File: src/sv/tase_pkg.sv
`timescale 1ns / 1ps
// Shared types and constants of the tile animation slot engine.
// Request and result payloads, the slot descriptor word, and the
// controller/datapath command and status groups. No dependencies.
package tase_pkg;

  // Defaults of the top level parameters.
  localparam int unsigned NUM_SLOTS_DEF        = 16;
  localparam int unsigned MAX_ROWS_DEF         = 32;
  localparam int unsigned ROW_STRIDE_WORDS_DEF = 128;

  // Reset value of the tile buffer base register.
  localparam logic [31:0] BUFFER_BASE_RST = 32'h0200_6000;

  // Request command codes.
  localparam logic [1:0] CMD_LOAD      = 2'd0;
  localparam logic [1:0] CMD_LOAD_LOOP = 2'd1;
  localparam logic [1:0] CMD_STEP      = 2'd2;

  // Result kinds.
  localparam logic KIND_ACK = 1'b0;
  localparam logic KIND_ROW = 1'b1;

  // Slot flag bits.
  localparam int unsigned FLAG_ONESHOT = 0;
  localparam int unsigned FLAG_PAUSED  = 1;

  // Bank 2 lies this many address bits above bank 1.
  localparam int unsigned BANK_SHIFT = 15;

  // Frame data starts this many bytes after the descriptor.
  localparam logic [31:0] DESC_BYTES = 32'd8;

  typedef struct packed {
    logic [1:0]  cmd;
    logic [3:0]  slot;
    logic        bank_bit;
    logic [7:0]  flags;
    logic [7:0]  frame_count;
    logic [3:0]  speed_shift;
    logic [7:0]  tile_x;
    logic [7:0]  tile_y;
    logic [7:0]  frame_width;
    logic [5:0]  frame_height;
    logic [31:0] desc_address;
  } req_t;

  typedef struct packed {
    logic        kind;
    logic [31:0] next_desc_address;
    logic [31:0] src_address;
    logic [31:0] dst_address;
    logic [7:0]  word_count;
    logic        last;
  } rsp_t;

  // One slot descriptor as kept in the slot memory.
  typedef struct packed {
    logic [7:0]  flags;
    logic [7:0]  frames;
    logic [3:0]  shift;
    logic [7:0]  x;
    logic [7:0]  y;
    logic [7:0]  width;
    logic [5:0]  height;
    logic [15:0] ticks;
    logic [31:0] source;
  } desc_t;

  // Controller to datapath.
  typedef struct packed {
    logic accept;     // capture request, read slot
    logic load_store; // write loaded descriptor
    logic mul_wh;     // width * height, destination base
    logic mul_fr;     // times frame count or frame number
    logic step_eval;  // advance ticks, write back
    logic calc_src;   // first row source
    logic emit_ack;   // load acknowledgement into output register
    logic emit_row;   // row copy command into output register
  } ctl_cmd_t;

  // Datapath to controller.
  typedef struct packed {
    logic in_load;
    logic in_step;
    logic in_slot_ok;
    logic step_go;
    logic out_free;
    logic last_row;
  } dp_sts_t;

endpackage

File: src/sv/tase_req_if.sv
`timescale 1ns / 1ps
// Request channel of the tile animation slot engine: valid, ready, payload.
// Depends on tase_pkg.
interface tase_req_if;
  import tase_pkg::*;

  logic valid;
  logic ready;
  req_t data;

  modport source (output valid, output data, input ready);
  modport sink (input valid, input data, output ready);
endinterface

File: src/sv/tase_rsp_if.sv
`timescale 1ns / 1ps
// Result channel of the tile animation slot engine: valid, ready, payload.
// Depends on tase_pkg.
interface tase_rsp_if;
  import tase_pkg::*;

  logic valid;
  logic ready;
  rsp_t data;

  modport source (output valid, output data, input ready);
  modport sink (input valid, input data, output ready);
endinterface

File: src/sv/tase_ram.sv
`timescale 1ns / 1ps
// Generic single-write, single-read RAM with registered read data.
// No dependencies.
module tase_ram #(
  parameter int unsigned WIDTH = 8,
  parameter int unsigned DEPTH = 16
) (
  input  logic                                     clk_i,
  input  logic                                     we_i,
  input  logic [(DEPTH > 1 ? $clog2(DEPTH) : 1)-1:0] waddr_i,
  input  logic [WIDTH-1:0]                         wdata_i,
  input  logic                                     re_i,
  input  logic [(DEPTH > 1 ? $clog2(DEPTH) : 1)-1:0] raddr_i,
  output logic [WIDTH-1:0]                         rdata_o
);

  logic [WIDTH-1:0] mem_q [DEPTH];
  logic [WIDTH-1:0] rdata_q;

  always_ff @(posedge clk_i) begin
    if (we_i) begin
      mem_q[waddr_i] <= wdata_i;
    end
    if (re_i) begin
      rdata_q <= mem_q[raddr_i];
    end
  end

  assign rdata_o = rdata_q;

endmodule

File: src/sv/tase_ctrl.sv
`timescale 1ns / 1ps
// Controller of the tile animation slot engine: sequences loads and steps.
// Depends on tase_pkg; drives tase_dp through ctl_cmd_t.
module tase_ctrl (
  input  logic               clk_i,
  input  logic               rst_ni,
  input  logic               req_valid_i,
  output logic               req_ready_o,
  input  tase_pkg::dp_sts_t  sts_i,
  output tase_pkg::ctl_cmd_t cmd_o
);
  import tase_pkg::*;

  localparam logic [3:0] S_IDLE  = 4'd0;
  localparam logic [3:0] S_LMUL1 = 4'd1;
  localparam logic [3:0] S_LMUL2 = 4'd2;
  localparam logic [3:0] S_LACK  = 4'd3;
  localparam logic [3:0] S_SEVAL = 4'd4;
  localparam logic [3:0] S_SMUL1 = 4'd5;
  localparam logic [3:0] S_SMUL2 = 4'd6;
  localparam logic [3:0] S_SADD  = 4'd7;
  localparam logic [3:0] S_ROWS  = 4'd8;

  logic [3:0] state_q, state_d;

  always_comb begin
    state_d     = state_q;
    cmd_o       = '0;
    req_ready_o = 1'b0;
    unique case (state_q)
      S_IDLE: begin
        req_ready_o = 1'b1;
        if (req_valid_i) begin
          cmd_o.accept = 1'b1;
          if (sts_i.in_load) begin
            state_d = S_LMUL1;
          end else if (sts_i.in_step && sts_i.in_slot_ok) begin
            state_d = S_SEVAL;
          end
        end
      end
      S_LMUL1: begin
        cmd_o.load_store = 1'b1;
        cmd_o.mul_wh     = 1'b1;
        state_d          = S_LMUL2;
      end
      S_LMUL2: begin
        cmd_o.mul_fr = 1'b1;
        state_d      = S_LACK;
      end
      S_LACK: begin
        if (sts_i.out_free) begin
          cmd_o.emit_ack = 1'b1;
          state_d        = S_IDLE;
        end
      end
      S_SEVAL: begin
        cmd_o.step_eval = 1'b1;
        state_d         = sts_i.step_go ? S_SMUL1 : S_IDLE;
      end
      S_SMUL1: begin
        cmd_o.mul_wh = 1'b1;
        state_d      = S_SMUL2;
      end
      S_SMUL2: begin
        cmd_o.mul_fr = 1'b1;
        state_d      = S_SADD;
      end
      S_SADD: begin
        cmd_o.calc_src = 1'b1;
        state_d        = S_ROWS;
      end
      S_ROWS: begin
        if (sts_i.out_free) begin
          cmd_o.emit_row = 1'b1;
          if (sts_i.last_row) begin
            state_d = S_IDLE;
          end
        end
      end
      default: begin
        state_d = S_IDLE;
      end
    endcase
  end

  always_ff @(posedge clk_i or negedge rst_ni) begin
    if (!rst_ni) begin
      state_q <= S_IDLE;
    end else begin
      state_q <= state_d;
    end
  end

endmodule

File: src/sv/tase_dp.sv
`timescale 1ns / 1ps
// Datapath of the tile animation slot engine: slot store, bank bits,
// multipliers, address counters and the output register.
// Depends on tase_pkg and tase_ram; commanded by tase_ctrl.
module tase_dp #(
  parameter int unsigned NUM_SLOTS        = tase_pkg::NUM_SLOTS_DEF,
  parameter int unsigned MAX_ROWS         = tase_pkg::MAX_ROWS_DEF,
  parameter int unsigned ROW_STRIDE_WORDS = tase_pkg::ROW_STRIDE_WORDS_DEF
) (
  input  logic               clk_i,
  input  logic               rst_ni,
  input  tase_pkg::ctl_cmd_t cmd_i,
  output tase_pkg::dp_sts_t  sts_o,
  input  tase_pkg::req_t     req_data_i,
  input  logic               cfg_we_i,
  input  logic [31:0]        cfg_wdata_i,
  output logic               rsp_valid_o,
  input  logic               rsp_ready_i,
  output tase_pkg::rsp_t     rsp_data_o
);
  import tase_pkg::*;

  localparam int unsigned SW = NUM_SLOTS > 1 ? $clog2(NUM_SLOTS) : 1;
  localparam int unsigned RW = $clog2(MAX_ROWS + 1);
  localparam logic [RW-1:0] MAX_ROWS_C   = RW'(MAX_ROWS);
  localparam logic [31:0]   STRIDE_BYTES = 32'(ROW_STRIDE_WORDS * 2);

  logic [31:0]   buf_base_q;
  logic [1:0]    bank_q [NUM_SLOTS];
  logic [1:0]    bank_rd_q;
  logic [SW-1:0] slot_idx_q;
  logic          slot_ok_q;
  logic          is_loop_q;
  logic          is_step_q;
  logic          bank_bit_q;
  desc_t         cur_q;
  logic [7:0]    frame_q;
  logic [RW-1:0] rows_q;
  logic [RW-1:0] row_q;
  logic [13:0]   prod_wh_q;
  logic [21:0]   prod_q;
  logic [31:0]   src_q;
  logic [31:0]   dst_q;
  logic          rsp_valid_q;
  rsp_t          rsp_q;

  logic [SW-1:0] in_idx;
  desc_t         rd_desc;
  desc_t         ld_desc;
  desc_t         st_desc;
  desc_t         wr_desc;
  logic [15:0]   ticks_inc;
  logic [15:0]   frame_full;
  logic [15:0]   loop_ticks;
  logic          wrap;
  logic          active;
  logic          retire;
  logic [RW-1:0] rows_new;
  logic          load_we;
  logic          step_we;
  logic [31:0]   sum_src;
  logic [7:0]    mul_op;

  assign in_idx = SW'(req_data_i.slot);

  // Status toward the controller.
  assign sts_o.in_load    = (req_data_i.cmd == CMD_LOAD) || (req_data_i.cmd == CMD_LOAD_LOOP);
  assign sts_o.in_step    = (req_data_i.cmd == CMD_STEP);
  assign sts_o.in_slot_ok = (32'(req_data_i.slot) < NUM_SLOTS);
  assign sts_o.out_free   = !rsp_valid_q || rsp_ready_i;
  assign sts_o.last_row   = ((row_q + RW'(1)) == rows_q);

  // Step evaluation on the descriptor just read.
  assign ticks_inc  = rd_desc.ticks + 16'd1;
  assign frame_full = ticks_inc >> rd_desc.shift;
  assign wrap       = frame_full >= {8'd0, rd_desc.frames};
  assign active     = (bank_rd_q != 2'd0) && !rd_desc.flags[FLAG_PAUSED];
  assign retire     = wrap && rd_desc.flags[FLAG_ONESHOT];
  assign rows_new   = (32'(rd_desc.height) > MAX_ROWS) ? MAX_ROWS_C : RW'(rd_desc.height);
  assign sts_o.step_go = active && !retire && (rd_desc.height != 6'd0);

  // Write-port data for loads and for tick write-back.
  assign loop_ticks = (16'(cur_q.frames) << cur_q.shift) - 16'd2;
  always_comb begin
    ld_desc       = cur_q;
    ld_desc.ticks = is_loop_q ? loop_ticks : 16'd0;
    st_desc       = rd_desc;
    st_desc.ticks = wrap ? 16'd0 : ticks_inc;
    wr_desc       = cmd_i.load_store ? ld_desc : st_desc;
  end

  assign load_we = cmd_i.load_store && slot_ok_q;
  assign step_we = cmd_i.step_eval && active;

  tase_ram #(
    .WIDTH ($bits(desc_t)),
    .DEPTH (NUM_SLOTS)
  ) u_slot_ram (
    .clk_i   (clk_i),
    .we_i    (load_we || step_we),
    .waddr_i (slot_idx_q),
    .wdata_i (wr_desc),
    .re_i    (cmd_i.accept),
    .raddr_i (in_idx),
    .rdata_o (rd_desc)
  );

  assign sum_src = cur_q.source + (32'(prod_q) << 1);
  assign mul_op  = is_step_q ? frame_q : cur_q.frames;

  // Control state: config register, slot banks (zero is idle), output valid.
  always_ff @(posedge clk_i or negedge rst_ni) begin
    if (!rst_ni) begin
      buf_base_q  <= BUFFER_BASE_RST;
      rsp_valid_q <= 1'b0;
      for (int i = 0; i < NUM_SLOTS; i++) begin
        bank_q[i] <= 2'd0;
      end
    end else begin
      if (cfg_we_i) begin
        buf_base_q <= cfg_wdata_i;
      end
      if (load_we) begin
        bank_q[slot_idx_q] <= {1'b0, bank_bit_q} + 2'd1;
      end else if (step_we && retire) begin
        bank_q[slot_idx_q] <= 2'd0;
      end
      if (cmd_i.emit_ack || cmd_i.emit_row) begin
        rsp_valid_q <= 1'b1;
      end else if (rsp_ready_i) begin
        rsp_valid_q <= 1'b0;
      end
    end
  end

  // Payload registers.
  always_ff @(posedge clk_i) begin
    if (cmd_i.accept) begin
      slot_idx_q    <= in_idx;
      slot_ok_q     <= sts_o.in_slot_ok;
      is_loop_q     <= (req_data_i.cmd == CMD_LOAD_LOOP);
      is_step_q     <= sts_o.in_step;
      bank_bit_q    <= req_data_i.bank_bit;
      bank_rd_q     <= bank_q[in_idx];
      cur_q.flags   <= req_data_i.flags;
      cur_q.frames  <= req_data_i.frame_count;
      cur_q.shift   <= req_data_i.speed_shift;
      cur_q.x       <= req_data_i.tile_x;
      cur_q.y       <= req_data_i.tile_y;
      cur_q.width   <= req_data_i.frame_width;
      cur_q.height  <= req_data_i.frame_height;
      cur_q.ticks   <= 16'd0;
      cur_q.source  <= req_data_i.desc_address + DESC_BYTES;
    end
    if (cmd_i.step_eval) begin
      cur_q   <= rd_desc;
      frame_q <= wrap ? 8'd0 : frame_full[7:0];
      rows_q  <= rows_new;
    end
    if (cmd_i.mul_wh) begin
      prod_wh_q <= 14'(cur_q.width) * 14'(cur_q.height);
      dst_q     <= buf_base_q + (32'(bank_rd_q - 2'd1) << BANK_SHIFT)
                   + {16'd0, cur_q.y, 8'd0} + {23'd0, cur_q.x, 1'b0};
    end
    if (cmd_i.mul_fr) begin
      prod_q <= 22'(prod_wh_q) * 22'(mul_op);
    end
    if (cmd_i.calc_src) begin
      src_q <= sum_src;
      row_q <= '0;
    end
    if (cmd_i.emit_row) begin
      src_q <= src_q + {23'd0, cur_q.width, 1'b0};
      dst_q <= dst_q + STRIDE_BYTES;
      row_q <= row_q + RW'(1);
    end
    if (cmd_i.emit_ack) begin
      rsp_q.kind              <= KIND_ACK;
      rsp_q.next_desc_address <= sum_src;
      rsp_q.src_address       <= 32'd0;
      rsp_q.dst_address       <= 32'd0;
      rsp_q.word_count        <= 8'd0;
      rsp_q.last              <= 1'b1;
    end else if (cmd_i.emit_row) begin
      rsp_q.kind              <= KIND_ROW;
      rsp_q.next_desc_address <= 32'd0;
      rsp_q.src_address       <= src_q;
      rsp_q.dst_address       <= dst_q;
      rsp_q.word_count        <= cur_q.width;
      rsp_q.last              <= sts_o.last_row;
    end
  end

  assign rsp_valid_o = rsp_valid_q;
  assign rsp_data_o  = rsp_q;

endmodule

File: src/sv/tile_animation_slot_engine_unit.sv
`timescale 1ns / 1ps
// Top level of the tile animation slot engine.
// Depends on tase_pkg, tase_req_if, tase_rsp_if, tase_ctrl, tase_dp, tase_ram.
//
// Usage:
//   req_i carries one request per valid/ready handshake: a descriptor load
//   (plain or looped counter start) or a step of one slot. rsp_o returns the
//   results: one acknowledgement per load, holding the address after the
//   descriptor's frame data, or one row copy command per frame row per step.
//   The last result of a request has last set. cfg_we_i/cfg_wdata_i write
//   the tile buffer base; write it only while no request is in flight.
// Timing: one request at a time.
//   A load runs the descriptor store and both multiplies before its result
//   enters the output register. A step runs the slot memory read, tick
//   update, two multiplier steps and source add, then one row per cycle while
//   the output register is free, up to MAX_ROWS rows. An idle, paused,
//   one-shot-retiring or zero-height step frees the block after the tick
//   update. Shared 8x6 and 14x8 multipliers and the slot memory port set these.
// Reset: all slots idle, buffer base back to its default; slot contents are
//   undefined until loaded. A stalled receiver holds the output register and
//   the row sequence waits; nothing is dropped.
module tile_animation_slot_engine_unit #(
  parameter int unsigned NUM_SLOTS        = tase_pkg::NUM_SLOTS_DEF,
  parameter int unsigned MAX_ROWS         = tase_pkg::MAX_ROWS_DEF,
  parameter int unsigned ROW_STRIDE_WORDS = tase_pkg::ROW_STRIDE_WORDS_DEF
) (
  input  logic         clk_i,
  input  logic         rst_ni,
  tase_req_if.sink     req_i,
  tase_rsp_if.source   rsp_o,
  input  logic         cfg_we_i,
  input  logic [31:0]  cfg_wdata_i
);
  import tase_pkg::*;

  ctl_cmd_t ctl_cmd;
  dp_sts_t  dp_sts;
  logic     req_ready;

  // Sequence each request.
  tase_ctrl u_ctrl (
    .clk_i       (clk_i),
    .rst_ni      (rst_ni),
    .req_valid_i (req_i.valid),
    .req_ready_o (req_ready),
    .sts_i       (dp_sts),
    .cmd_o       (ctl_cmd)
  );

  // Hold slots, compute addresses, drive the output register.
  tase_dp #(
    .NUM_SLOTS        (NUM_SLOTS),
    .MAX_ROWS         (MAX_ROWS),
    .ROW_STRIDE_WORDS (ROW_STRIDE_WORDS)
  ) u_dp (
    .clk_i       (clk_i),
    .rst_ni      (rst_ni),
    .cmd_i       (ctl_cmd),
    .sts_o       (dp_sts),
    .req_data_i  (req_i.data),
    .cfg_we_i    (cfg_we_i),
    .cfg_wdata_i (cfg_wdata_i),
    .rsp_valid_o (rsp_o.valid),
    .rsp_ready_i (rsp_o.ready),
    .rsp_data_o  (rsp_o.data)
  );

  assign req_i.ready = req_ready;

`ifndef SYNTH
  // Never overwrite a result the receiver has not taken.
  a_emit_free: assert property (@(posedge clk_i) disable iff (!rst_ni)
    (ctl_cmd.emit_ack || ctl_cmd.emit_row) |-> dp_sts.out_free)
    else $error("result emitted over a pending result");

  // Datapath operations other than the descriptor store are mutually exclusive.
  a_one_op: assert property (@(posedge clk_i) disable iff (!rst_ni)
    $onehot0({ctl_cmd.accept, ctl_cmd.mul_wh, ctl_cmd.mul_fr, ctl_cmd.step_eval,
              ctl_cmd.calc_src, ctl_cmd.emit_ack, ctl_cmd.emit_row}))
    else $error("overlapping datapath operations");

  // No new request while a step is evaluated, a row is emitted or a load is acknowledged.
  a_busy_no_ready: assert property (@(posedge clk_i) disable iff (!rst_ni)
    (ctl_cmd.step_eval || ctl_cmd.emit_row || ctl_cmd.emit_ack) |-> !req_i.ready)
    else $error("request taken while busy");

  // A load acknowledgement shows up next cycle as the final result.
  a_ack_last: assert property (@(posedge clk_i) disable iff (!rst_ni)
    ctl_cmd.emit_ack |=> (rsp_o.valid && rsp_o.data.last && (rsp_o.data.kind == KIND_ACK)))
    else $error("load acknowledgement missing");
`endif

endmodule
File: src/flat_wrapper.sv
// flat-port wrapper written by rule: the top's interface ports become plain ports
module tile_animation_slot_engine_unit_flat import tase_pkg::*;
#(
  parameter int unsigned NUM_SLOTS        = tase_pkg::NUM_SLOTS_DEF,
  parameter int unsigned MAX_ROWS         = tase_pkg::MAX_ROWS_DEF,
  parameter int unsigned ROW_STRIDE_WORDS = tase_pkg::ROW_STRIDE_WORDS_DEF
)
  (clk_i, rst_ni, cfg_we_i, cfg_wdata_i, req_i_valid, req_i_data, req_i_ready, rsp_o_valid, rsp_o_data, rsp_o_ready);
  tase_req_if req_i_i ();
  tase_rsp_if rsp_o_i ();
  input  logic clk_i;
  input  logic rst_ni;
  input  logic cfg_we_i;
  input  logic [31:0] cfg_wdata_i;
  input wire logic [$bits(req_i_i.valid)-1:0] req_i_valid;
  input wire logic [$bits(req_i_i.data)-1:0] req_i_data;
  output wire logic [$bits(req_i_i.ready)-1:0] req_i_ready;
  output wire logic [$bits(rsp_o_i.valid)-1:0] rsp_o_valid;
  output wire logic [$bits(rsp_o_i.data)-1:0] rsp_o_data;
  input wire logic [$bits(rsp_o_i.ready)-1:0] rsp_o_ready;
  assign req_i_i.valid = req_i_valid;
  assign req_i_i.data = req_i_data;
  assign req_i_ready = req_i_i.ready;
  assign rsp_o_valid = rsp_o_i.valid;
  assign rsp_o_data = rsp_o_i.data;
  assign rsp_o_i.ready = rsp_o_ready;
  tile_animation_slot_engine_unit #(.NUM_SLOTS(NUM_SLOTS), .MAX_ROWS(MAX_ROWS), .ROW_STRIDE_WORDS(ROW_STRIDE_WORDS)) u_core (.clk_i(clk_i), .rst_ni(rst_ni), .req_i(req_i_i), .rsp_o(rsp_o_i), .cfg_we_i(cfg_we_i), .cfg_wdata_i(cfg_wdata_i));
endmodule
File: config.mk
export PLATFORM = sky130hd
export DESIGN_NAME = tile_animation_slot_engine_unit_flat
export DESIGN_NICKNAME = d
export VERILOG_FILES = /design/src/sv/tase_pkg.sv /design/src/sv/tase_req_if.sv /design/src/sv/tase_rsp_if.sv /design/src/sv/tase_ram.sv /design/src/sv/tase_ctrl.sv /design/src/sv/tase_dp.sv /design/src/sv/tile_animation_slot_engine_unit.sv /design/src/flat_wrapper.sv
export SDC_FILE = /design/constraint.sdc
export NUM_CORES = 2
export LEC_CHECK = 0
export CAP_MARGIN = 20
export CORE_MARGIN = 10
export CORE_UTILIZATION = 40
export CTS_BUF_LIST = sky130_fd_sc_hd__clkbuf_16
export DETAILED_ROUTE_END_ITERATION = 12
export DONT_BUFFER_PORTS = 1
export HOLD_SLACK_MARGIN = 0.05
export PLACE_DENSITY_LB_ADDON = 0.08
export SETUP_SLACK_MARGIN = 0.3
export SLEW_MARGIN = 20
export SYNTH_ARGS = -nofsm -noshare
export SYNTH_HDL_FRONTEND = slang
export SYNTH_SLANG_ARGS = --single-unit
File: constraint.sdc
create_clock -name clk_i -period 9.8 [get_ports clk_i]
set_input_delay 1.96 -clock clk_i [delete_from_list [all_inputs] [get_ports clk_i]]
set_output_delay 1.96 -clock clk_i [all_outputs]
set_load 0.005 [all_outputs]
# Word-level counts from Yosys, hierarchy flattened
# Memories as Yosys holds them, arrays and structs flattened. A register that Yosys moved wholly into a read port is not among the register bits.
# Cells that the tools add are included.
[word_totals] ff_bits=386 latch_bits=0 mem_count=1 romBits=0 ramBits=1568 input_bits=126
[op_classes] order_cmp=5 bitwise=4 n_reduce_logical=27 div=0 shifts=2 addsub=12 muxes=45 n_eq_ne=16 n_mul=2
[mem_list] name="u_core.u_dp.u_slot_ram.mem_q" depth=16 width=98 rd=1 rd_clocked_by_memory_dff=1 write_ports=1 line="tase_ram.sv:17" text="logic [WIDTH-1:0] mem_q [DEPTH];"
[op_table] operator="98-bit two-way mux" n=3
[op_table] operator="105-bit two-way mux" n=2
[op_table] operator="32-bit two-way mux" n=6
[op_table] operator="32-bit by 9-bit adder with 32-bit output" n=2
[op_table] operator="4-bit case mux with 9 select lines" n=1
[op_table] operator="32-bit by 16-bit adder with 32-bit output" n=1
[op_table] operator="32-bit by 23-bit adder with 32-bit output" n=1
[op_table] operator="32-bit adder" n=1
[op_table] operator="32-bit by 4-bit adder with 32-bit output (second input constant)" n=1
[op_table] operator="32-bit by 9-bit adder with 32-bit output (second input constant)" n=1
[op_table] operator="32-bit bitwise AND" n=1
[op_table] operator="32-bit bitwise mux" n=1
[op_table] operator="16-bit two-way mux" n=2
[op_table] operator="32-bit NOT" n=1
[op_table] operator="4-bit two-way mux" n=6
[op_table] operator="14-bit by 8-bit multiplier with 22-bit output" n=1
[op_table] operator="16-bit by 1-bit adder with 16-bit output (second input constant)" n=1
[op_table] operator="4-bit by 3-bit == test with 1-bit output (second input constant)" n=4
[op_table] operator="16-bit by 8-bit greater-or-equal comparator with 1-bit output" n=1
[op_table] operator="8-bit by 4-bit << shifter with 16-bit output" n=1
[op_table] operator="16-bit by 4-bit right shift with 16-bit output" n=1
[op_table] operator="16-bit by 2-bit subtractor with 16-bit output (second input constant)" n=1
[op_table] operator="1-bit two-way mux" n=15
[op_table] operator="8-bit by 6-bit multiplier with 14-bit output" n=1
[op_table] operator="other kinds (31)" n=57

# Longest topological paths before layout
[logic_depth] word_depth=9 depth_mapped=23

# Cells and area by module
# From an unflattened synthesis, not the netlist that was laid out.
[unflattened] cells_unflattened=5211 area_unflattened_um2=89343.2
[by_module_without_submodules] module="tase_ram" area_per_inst_um2=61499.0 cells_each=2510 instances=1 seq_area_each_um2=50028.0
[by_module_without_submodules] module="tase_dp" area_per_inst_um2=27486.4 cells_each=2664 instances=1 seq_area_each_um2=10408.7
[by_module_without_submodules] module="tase_ctrl" area_per_inst_um2=357.8 cells_each=37 instances=1 seq_area_each_um2=100.1

# Least setup slack after synthesis
# OpenSTA, ideal clock, no wires.
[synth_timing] kind="register to register" from="register u_core.u_ctrl.state_q[0]" to="memory u_core.u_dp.u_slot_ram.mem_q[13][0] (netlist bit) (enable)" path_buffers=2 path_stages_with_launch=7 required_time_ns=9.145 arrival_time_ns=8.596 setup_slack_ns=0.549 path_cell_list="dfrtp_1 -> clkbuf_1 -> nor4b_1 -> nor3b_1 -> nor2_1 -> clkbuf_1 -> nor3_1"
[synth_between] elab_chain_cells=6 word_cells_on_any_way=8 cone_classes="eq/ne: 2; mux: 4; reduce/logical: 2"
[synth_rtl] item="from (decl)" line="tase_ctrl.sv:24" text="logic [3:0] state_q, state_d;"
[synth_rtl] item="from (signal assigned)" line="tase_ctrl.sv:91" text="state_q <= state_d;"
[synth_rtl] item="4-bit by 3-bit == test with 1-bit output" line="tase_ctrl.sv:30" text="unique case (state_q)"
[synth_rtl] item="1-bit two-way mux" line="tase_ctrl.sv:30"
[synth_rtl] item="1-bit logical AND" line="tase_dp.sv:93" text="assign step_we = cmd_i.step_eval && active;"
[synth_rtl] item="1-bit logical OR (*)" line="tase_dp.sv:100" text=".we_i (load_we || step_we),"
[synth_rtl] item="1-bit two-way mux (*)" line="tase_ram.sv:21" text="if (we_i) begin"
[synth_rtl] item="1-bit two-way mux (implied by the code) (*)" line="tase_ram.sv:22" text="mem_q[waddr_i] <= wdata_i;"
[synth_rtl] item="to (decl)" line="tase_ram.sv:17"
# Mark *: on every way between the ends. The rest lies on a longest branch, timed or not.

# Final worst setup path
[layout_timing] from="register u_core.u_dp.is_step_q" to="register u_core.u_dp.prod_q[21], data pin"
[layout_between] elab_chain_cells=2
[layout_rtl] item="from (decl)" line="tase_dp.sv:34" text="logic is_step_q;"
[layout_rtl] item="from (signal assigned)" line="tase_dp.sv:142" text="is_step_q <= sts_o.in_step;"
[layout_rtl] item="8-bit two-way mux" line="tase_dp.sv:109" text="assign mul_op = is_step_q ? frame_q : cur_q.frames;"
[layout_rtl] item="14-bit by 8-bit multiplier with 22-bit output" line="tase_dp.sv:166" text="prod_q <= 22'(prod_wh_q) * 22'(mul_op);"
[layout_rtl] item="to (signal assigned)" line="tase_dp.sv:166"
[layout_rtl] item="to (decl)" line="tase_dp.sv:41" text="logic [21:0] prod_q;"
# No other way between the ends.
# A chain may end at the register's enable or synchronous reset.

==> impl_metrics.yaml <==
finish:
  finalInstanceArea_um2: 95030
  multiInputGateArea_um2: 26000
  finalNetCount: 5210
  drive_gt1_share_pct: 21.88
  finish.cell_count_without_fillers: 7809
  area_delta_synth_final_pct: 12.39
  num-fill-cells: 18060
  sequential_cell_area_um2: 57290
floorplan:
  rows: 168
  placeableCoreArea_um2: 210000
  number_of_top_level_design_ports: 234
  initial_core_util_pct: 40.26
  die-width_um: 479.8
  die-height_um: 479.8
  floorplan.die_area_um2: 230200
outcome:
  outcome: "complete, but fails checks"
  failed_checks: "max-slew violations"
sta:
  tightestPinTransition_ns: 1.511
  period_utilization_post_route_pct: 58.18
  max_slew_margin_pct: -0.7096
  drv_slew: 25
  final.setup.tns_ns: 0
  skew_ns: 0.05290
  worst_hold_slack_ns: 0.4779
  setup_violations: 0
  min_period_ns: 5.702
  setup_repair_after_global_routing_missed_its_margin: "false"
  hold_viol: 0
  fmaxAchievable_ghz: 0.1754
placement:
  port_buffers: 0
  cell_area_after_placement_um2: 88120
  routabilityCongestion: 0.8170
  detailed_place_hpwl_um: 130500
  placed_insts: 7409
synthesis:
  synth_enable_flop_cells: 1801
  number_of_storage_elements_in_the_synthesis_netlist: 1944
  synth-warning-count: 0
  synth.yosys.seq_area_share_pct: 67.76
  synth.largest_area_cell: "sky130_fd_sc_hd__edfxtp_1"
  netlist_instances: 4730
  synth_unique_cells: 74
  syn-cell-area_um2: 84550
  synthesis.area_per_instance_um2: 17.88
  post_synth_main_area_contributors: "sky130_fd_sc_hd__edfxtp_1 64%, sky130_fd_sc_hd__mux4_2 13%, sky130_fd_sc_hd__ha_1 2.4%, sky130_fd_sc_hd__fa_1 2.4%, sky130_fd_sc_hd__mux2_2 2.2%"
  synth.most_common_cell: "sky130_fd_sc_hd__edfxtp_1"
  postSynthNetCount: 5123
  synth-async-reset-ratio_pct: 3.549
  yosysTopAreaCellShare_pct: 63.96
  synthTopCellsByCount: "1801 x sky130_fd_sc_hd__edfxtp_1, 477 x sky130_fd_sc_hd__mux4_2, 271 x sky130_fd_sc_hd__nand2_1"
  post_synth_top_flop: "sky130_fd_sc_hd__edfxtp_1"
worst_setup_path:
  worstPathArrival_ns: 6.33
  endpoint_kind: "register"
  category_of_the_most_critical_setup_path: "reg2reg"
  kind_of_start_point_of_the_critical_path: "register"
  cp_data_required_time_ns: 10.42
  max_stage_delay_ns: 0.58
  critical-path-slowest-cell: "sky130_fd_sc_hd__edfxtp_1"
  cp_common_cell: "sky130_fd_sc_hd__fa_1"
  cp_cell_sequence: "mux2_2 > nand2_1 > fa_1 > inv_1 > fa_1 > fa_1 > inv_1 > fa_1 > inv_1 > ha_1 > o21a_1 > o21ai_0 > nor2b_1 > a21oi_1 > a211oi_1 > o31ai_1 > o21ai_0 > nand2b_1 > a21oi_1 > xnor2_1"
  critical_path_peak_fanout: 14
routing:
  drtPass1Iterations: 5
  initialDrtViolationCount: 3606
  wirelength_um: 228000
  drt.antenna.violating_nets: 0
  detail_route.drc_violations: 0
  vias_after_detailed_routing: 43540
  wl_per_cell_um: 29.19
  avgViaCountPerCell: 5.576
cts:
  cts.sinks: 1944
  postCtsSetupRepairBufs: 0
  cts_root_buffer: "sky130_fd_sc_hd__clkbuf_16"
  clkTransAtPathRegs_ns: 0.06
  cts_tree: "yes"
  worstSkewPairLatency_ns: 0.87
  tritoncts_buffer_count: 210
  clk_path_buf_depth: 3
  htree_levels: 4
  cts_hold_repair.buffers: 0
  post_cts_resized: 0
grt:
  grt_first_pass_wirelength_um: 330900
  grt_start_max_net_pins: 378
  globalRouteOverflowTotal: 0
  grt_use_total_pct: 19.56
  antenna_violations_before_repair: 38
  vias_in_the_first_global_route: 45570
power:
  power.density_nw_per_um2: 299.4
  leakage_nw: 31.82
  irDropWorstVdd_mv: 0.4694
min_path:
  timing.hold.worst.class: "reg2reg"
run:
  max_cap_violations: 0
## cell type report
cell class	count	area share, %
sequential	1944	60.29
multi-input combinational	2398	27.36
clock buffer	212	5.583
tap	2805	3.693
clock inverter	179	1.612
timing repair buffer	92	0.7663
inverter	171	0.6755
antenna	8	0.02107
## critical path, delay by kind of cell, from the launching register on
kind / cells / cell delay (ns)
flip-flops: 1 / 0.58
AND/OR/NAND/NOR: 3 / 0.38
buffers and inverters: 3 / 0.14
adder cells (fa/ha/maj): 5 / 2.27
AO/OA/AOI/OAI: 7 / 1.43
XOR/XNOR: 1 / 0.09
multiplexers: 1 / 0.56
## kinds of logic (layout without fill, tap and decap cells)
logic type	after synthesis	in the layout	synth area share, %
compound gates	475	475	3.847
xor+xnor	190	190	1.968
fa+ha+maj	267	267	4.857
buf+inv	388	654	1.746
flops	1944	1944	67.76
mux	669	669	15.22
other cells	0	8	0
simple gates	797	797	4.601
## path summary, 6_finish.rpt
path                                  startpoint                         end  slack [ns]  cells past startpoint
min reg2reg                 u_core.u_dp.dst_q[1]  u_core.u_dp.rsp_data_o[10]        0.48                      1
min                         u_core.u_dp.dst_q[1]  u_core.u_dp.rsp_data_o[10]        0.48                      1
min in group asynchronous                 rst_ni  u_core.u_dp.buf_base_q[30]        0.81                      0
max                        u_core.u_dp.is_step_q      u_core.u_dp.prod_q[21]        4.10                     20
max reg2reg                u_core.u_dp.is_step_q      u_core.u_dp.prod_q[21]        4.10                     20
max in group asynchronous                 rst_ni  u_core.u_dp.buf_base_q[13]        8.75                      0
## through the flow
step | power (mW) | worst slack (ns) | utilization, %
finish | 28.45 | 4.099 | 45.25
global route | 30.24 | 3.669 | 45.25
CTS | 28.81 | 3.714 | 45.22
detailed placement | 20.93 | 3.789 | 41.97
global placement | 20.84 | 3.777 | 41.94
floorplan | 18.14 | 0.5488 | -
## state kept, by name, indices dropped and copies added (netlist names)
register,flops
u_core.u_dp.u_slot_ram.rdata_o,92
u_core.u_dp.bank_bit_q,1
u_core.u_dp.bank_rd_q,2
u_core.u_dp.slot_idx_q,4
u_core.u_dp.rsp_valid_o,1
u_core.u_dp.cur_q,76
u_core.u_dp.rows_q,6
u_core.u_dp.row_q,6
u_core.u_dp.is_step_q,1
u_core.u_dp.prod_q,22
u_core.u_dp.prod_wh_q,14
u_core.u_dp.is_loop_q,1
u_core.u_ctrl.state_q,4
u_core.u_dp.rsp_data_o,106
u_core.u_dp.u_slot_ram.mem_q,1472
u_core.u_dp.src_q,32
u_core.u_dp.frame_q,8
u_core.u_dp.buf_base_q,32
u_core.u_dp.bank_q,32
u_core.u_dp.dst_q,32
## routing by layer
layer / GRT usage (%) / routed length (µm) / up-vias
li1: - / - / 18890
met4: 4.611 / 4744 / 24
met1: 27.48 / 101400 / 23230
met5: 0 / 181 / -
met3: 3.674 / 12510 / 295
met2: 31.64 / 109200 / 1110
## report_power, final
part / total [mW] / switching (mW) / internal (mW)
Sequential: 11.7 / 0.700 / 11.0
Clock: 7.80 / 3.36 / 4.44
Combinational: 8.96 / 5.35 / 3.61
## cell usage in the layout, fill, tap and decap left out, types with 28 or more instances in the layout
master	instances
sky130_fd_sc_hd__a21o_1	40
sky130_fd_sc_hd__a21oi_1	105
sky130_fd_sc_hd__a22o_1	63
sky130_fd_sc_hd__a32o_1	32
sky130_fd_sc_hd__and2_1	71
sky130_fd_sc_hd__buf_4	89
sky130_fd_sc_hd__clkbuf_16	212
sky130_fd_sc_hd__clkinv_1	52
sky130_fd_sc_hd__clkinv_2	38
sky130_fd_sc_hd__dfrtp_1	66
sky130_fd_sc_hd__dfxtp_1	74
sky130_fd_sc_hd__edfxtp_1	1801
sky130_fd_sc_hd__fa_1	102
sky130_fd_sc_hd__ha_1	165
sky130_fd_sc_hd__inv_1	217
sky130_fd_sc_hd__mux2_2	163
sky130_fd_sc_hd__mux2i_1	29
sky130_fd_sc_hd__mux4_2	477
sky130_fd_sc_hd__nand2_1	269
sky130_fd_sc_hd__nand2b_1	31
sky130_fd_sc_hd__nand3_1	47
sky130_fd_sc_hd__nand4_1	34
sky130_fd_sc_hd__nor2_1	144
sky130_fd_sc_hd__nor2b_1	71
sky130_fd_sc_hd__nor3_1	28
sky130_fd_sc_hd__o21ai_0	103
sky130_fd_sc_hd__xnor2_1	106
sky130_fd_sc_hd__xor2_1	84
(Power assumes the default switching activity.)
